$ cat config.mk
export PLATFORM = sky130hd
export DESIGN_NAME = vlmr_ctrl
export DESIGN_NICKNAME = d
export VERILOG_FILES = /design/src/rtl/core/vlmr_pkg.sv /design/src/rtl/core/vlmr_ctrl.sv
export SDC_FILE = /design/constraint.sdc
export NUM_CORES = 1
export LEC_CHECK = 0
export ABC_AREA = 1
export BUFFER_PORTS_ARGS = -buffer_cell sky130_fd_sc_hd__buf_2
export CAP_MARGIN = 40
export CELL_PAD_IN_SITES_DETAIL_PLACEMENT = 0
export CELL_PAD_IN_SITES_GLOBAL_PLACEMENT = 1
export CORE_MARGIN = 8
export CORE_UTILIZATION = 31
export DETAILED_ROUTE_END_ITERATION = 8
export PLACE_DENSITY_LB_ADDON = 0.1
export SLEW_MARGIN = 20
export SYNTH_ARGS = -nofsm -noshare
export SYNTH_HDL_FRONTEND = slang
export SYNTH_SLANG_ARGS = --single-unit
$ cat constraint.sdc
create_clock -name clk -period 3.71 [get_ports clk]
set_clock_uncertainty 0.1 [all_clocks]
set_input_delay 0.742 -clock clk [delete_from_list [all_inputs] [get_ports clk]]
set_output_delay 0.742 -clock clk [all_outputs]
set_load 0.02 [all_outputs]
$ cat src/rtl/core/vlmr_pkg.sv
// Package: ring constants, channel payload types, controller/datapath interface types.
`timescale 1ns / 1ps
package vlmr_pkg;

	localparam int RING_WORDS    = 1024;
	localparam int MAX_MSG_WORDS = 32;
	localparam int IDX_W         = $clog2(RING_WORDS);
	localparam int CNT_W         = $clog2(MAX_MSG_WORDS + 1);

	typedef enum logic {
		ACT_PUSH = 1'b0,
		ACT_POP  = 1'b1
	} action_t;

	typedef enum logic [1:0] {
		ST_PUSH_OK   = 2'd0,
		ST_PUSH_DROP = 2'd1,
		ST_POP_WORD  = 2'd2,
		ST_EMPTY     = 2'd3
	} res_status_t;

	typedef struct packed {
		action_t     action;
		logic [31:0] data_word;
		logic        last_word;
		logic [7:0]  byte_length;
	} item_t;

	typedef struct packed {
		res_status_t status;
		logic [31:0] data_word_res;
		logic [7:0]  byte_length_res;
		logic        last;
	} result_t;

	// controller -> datapath
	typedef struct packed {
		logic push;       // accept a push transaction
		logic pop_empty;  // accept a pop on an empty ring
		logic pop_start;  // accept a pop, read header word
		logic pop_hdr;    // header in, read next-index word
		logic pop_nxt;    // next index in, read first payload word
		logic pop_word;   // payload word out
		logic wr_hdr;     // commit: write length header
		logic wr_nxt;     // commit: write next index, move write pointer
	} cmd_t;

	// datapath -> controller
	typedef struct packed {
		logic is_pop;
		logic is_last;
		logic commit_ok;
		logic empty;
		logic n_zero;
		logic stream_last;
	} sts_t;

	function automatic logic [IDX_W-1:0] ring_next(input logic [IDX_W-1:0] i);
		ring_next = (i == IDX_W'(RING_WORDS - 1)) ? '0 : i + 1'b1;
	endfunction

endpackage

$ cat src/rtl/core/vlmr_ctrl.sv
// Controller: sequences push commits and pop streaming.
`timescale 1ns / 1ps
module vlmr_ctrl import vlmr_pkg::*; (
	input  logic clk,
	input  logic arst_n,
	input  logic start,
	input  sts_t sts,
	output cmd_t cmd,
	output logic busy
);

	typedef enum logic [5:0] {
		S_IDLE     = 6'b000001,
		S_WR_HDR   = 6'b000010,
		S_WR_NXT   = 6'b000100,
		S_POP_HDR  = 6'b001000,
		S_POP_NXT  = 6'b010000,
		S_POP_WORD = 6'b100000
	} state_t;

	state_t state_q, state_d;

	always_comb begin
		state_d = state_q;
		cmd     = '0;
		case (state_q)
			S_IDLE: begin
				if (start) begin
					if (!sts.is_pop) begin
						cmd.push = 1'b1;
						if (sts.is_last && sts.commit_ok) state_d = S_WR_HDR;
					end else if (sts.empty) begin
						cmd.pop_empty = 1'b1;
					end else begin
						cmd.pop_start = 1'b1;
						state_d = S_POP_HDR;
					end
				end
			end
			S_WR_HDR: begin
				cmd.wr_hdr = 1'b1;
				state_d = S_WR_NXT;
			end
			S_WR_NXT: begin
				cmd.wr_nxt = 1'b1;
				state_d = S_IDLE;
			end
			S_POP_HDR: begin
				cmd.pop_hdr = 1'b1;
				state_d = S_POP_NXT;
			end
			S_POP_NXT: begin
				cmd.pop_nxt = 1'b1;
				state_d = sts.n_zero ? S_IDLE : S_POP_WORD;
			end
			S_POP_WORD: begin
				cmd.pop_word = 1'b1;
				if (sts.stream_last) state_d = S_IDLE;
			end
			default: state_d = S_IDLE;
		endcase
	end

	always_ff @(posedge clk or negedge arst_n) begin
		if (!arst_n) state_q <= S_IDLE;
		else state_q <= state_d;
	end

	assign busy = (state_q != S_IDLE);

endmodule

==> reports/qor.yml <==
max_slew_margin_pct: 85.3
num_vias: 435
cp-end-kind: "output port"
drv_slew: 0
rsz0062_at_grt: "false"
grt_max_degree: 7
clockBufferDepth: 2
worstSetupStartpointType: "register"
fmax_mhz: 433
leakage_uw: 0.000355
nNetsFinal: 95
routedWlPerCell_microns: 9.97
synth_area_leader_cell: "dfrtp_1"
cts_sinks: 6
worst_ep_required_time_ps: 2870
totalWireLength_microns: 997
max_cap_viol_count: 0
cts_tree: "built"
seq_area_frac_synth_pct: 35.6
grt_pass1_vias: 416
grt_pass1_wl_microns: 1670
cts_root_buf: "clkbuf_4"
fin_crit_ps: 2310
power-per-cell-area_mw_per_mm2: 884
layout_setup_ws_ps: 1400
num_io_pins: 18
ff_latch_area_sq_um: 151
yosysTopAreaCellShare_pct: 29.4
syn-num-nets: 73
crit-reg2reg-launch: "state_q[0]$_DFFE_PN1P_"
critPathMaxFanout: 6
period_share_pct: 62.3
grt_usage_pct: 8.19
yosysUniqueCellTypes: 16
path_clk_slew_ps: 50
multiInputGateArea_sq_um: 218
top_regs: "state_q: 6 flops"
synth_area_sq_um: 425
preCtsSetupSlack_ps: 1610
hold_path_class: "in2async"
rrSetupSlack_ps: 2370
max_flop_register: "state_q"
grt.overflow.total: 0
detailed_place_hpwl_microns: 846
netlist_top_cells_area: "dfrtp_1 29%, nand2_1 12%, inv_1 11%"
finalSetupTns_ps: 0
antenna_cells: 0
syn_avg_cell_area_sq_um: 6.65
initial_core_util_pct: 33.1
drcViolationCount: 0
hold_viol_final: 0
drt_iter0_markers: 1
largest_reg_flops: 6
dr.pass1.iters: 2
irDropWorstVdd_mv: 0.429
worst_pin_slew_ps: 218
clk_latency_ps: 250
numCtsBuffers: 3
ff2ff_path_depth: 7
dieArea_sq_mm: 0.00281
syn_inst: 64
status: "completed"
viasPerCell: 4.35
yosys_warnings: 0
setup_violations: 0
fillers: 154
ys_ff_latch: 6
rows: 13
drtAntennaViolNets: 0
h-tree-depth: 1
die_w_microns: 53.0
postCtsSetupBuffers: 0
cts.repair.resized: 0
antenna_found_initial: 0
path_class: "reg2out"
drive_gt1_share_pct: 34.1
area.growth.synth_to_final_pct: 30.6
postCtsHoldBufs: 0
core_sq_mm: 0.00128
port_buffers: 17
gp_congestion: 0.675
die_h_microns: 53.0
cp.arrival_ps: 1470
r2r_end: "state_q[0]$_DFFE_PN1P_"
[synthesized netlist by cell type, drive strengths merged]
| library cell | count |
|---|---|
| nand4 | 1 |
| dfrtp | 5 |
| o21ai | 2 |
| dfstp | 1 |
| and3 | 2 |
| nor3 | 5 |
| inv | 13 |
| clkinv | 2 |
| nand2 | 17 |
| nor2 | 11 |
| nand3 | 5 |
[layer usage]
layer  track usage, %  up-vias  wire length, microns
met5                0        -                     0
li1                 -      235                     -
met2             12.5       11                   502
met4             7.76        0                     0
met1             8.84      189                   451
met3             2.24        0                    43
[critical path, cell delays in order, from the launching register on]
cell and delay (ps):
dfstp_2 590, nand2_1 120, nor2_4 170, nand3_1 100
nor2_1 90, buf_2 160
[cell families (layout without fill, tap and decap cells)]
family | count (synthesis) | after routing | synth area share (%)
AND/OR/NAND/NOR | 41 | 41 | 48.8
buffers and inverters | 15 | 36 | 13.2
AO/OA/AOI/OAI | 2 | 2 | 2.35
flip-flops | 6 | 6 | 35.6
[area by class of cell]
cell class,count,area share [%]
timing repair buffer,17,15.3
sequential,6,27.3
multi-input combinational,43,39.2
tap,15,3.38
clock buffer,4,4.73
inverter,15,10.1
[cell usage in the layout, fill, tap and decap left out]
cell type  instances
nand2_1           14
inv_1             13
clkbuf_4           3
dfstp_2            1
nand2_4            1
nor2_4             2
nor2_1             7
nor2_2             2
nand4_1            1
o21ai_0            2
clkinv_1           2
nand3_1            5
and3_1             1
and3_2             1
clkbuf_1           1
dfrtp_1            5
nand2_2            2
nor3_1             5
buf_2             17
[per-stage QoR]
step / std cells / hold WS, ps / utilization [%] / total power [uW] / cell area (sq um)
6_report: 100 / 207 / 43.2 / 491 / 556
3_5_place_dp: 96 / 407 / 41.2 / 433 / 529
3_3_place_gp: 96 / 404 / 41.2 / 434 / 529
4_1_cts: 100 / 203 / 43.2 / 502 / 556
2_1_floorplan: 64 / 346 / - / 355 / 425
5_1_grt: 100 / 207 / 43.2 / 543 / 556
[power breakdown]
group	leakage [uW]	internal, uW	total (uW)	switching [uW]
Combinational	0.000262	101	300	199
Sequential	0.0000789	96.1	126	29.8
Clock	0.0000150	40.8	65.4	24.6
[worst max path at each step]
stage | start | endpoint | cells after the start
after floorplan | state_q[0]$_DFFE_PN1P_ | cmd[5] | 4
after global placement | sts[5] | cmd[7] | 4
after detailed placement | sts[5] | cmd[7] | 4
after CTS | state_q[0]$_DFFE_PN1P_ | cmd[6] | 5
after global routing | state_q[0]$_DFFE_PN1P_ | cmd[5] | 5
final | state_q[0]$_DFFE_PN1P_ | cmd[5] | 5
(Power assumes the default switching activity.)
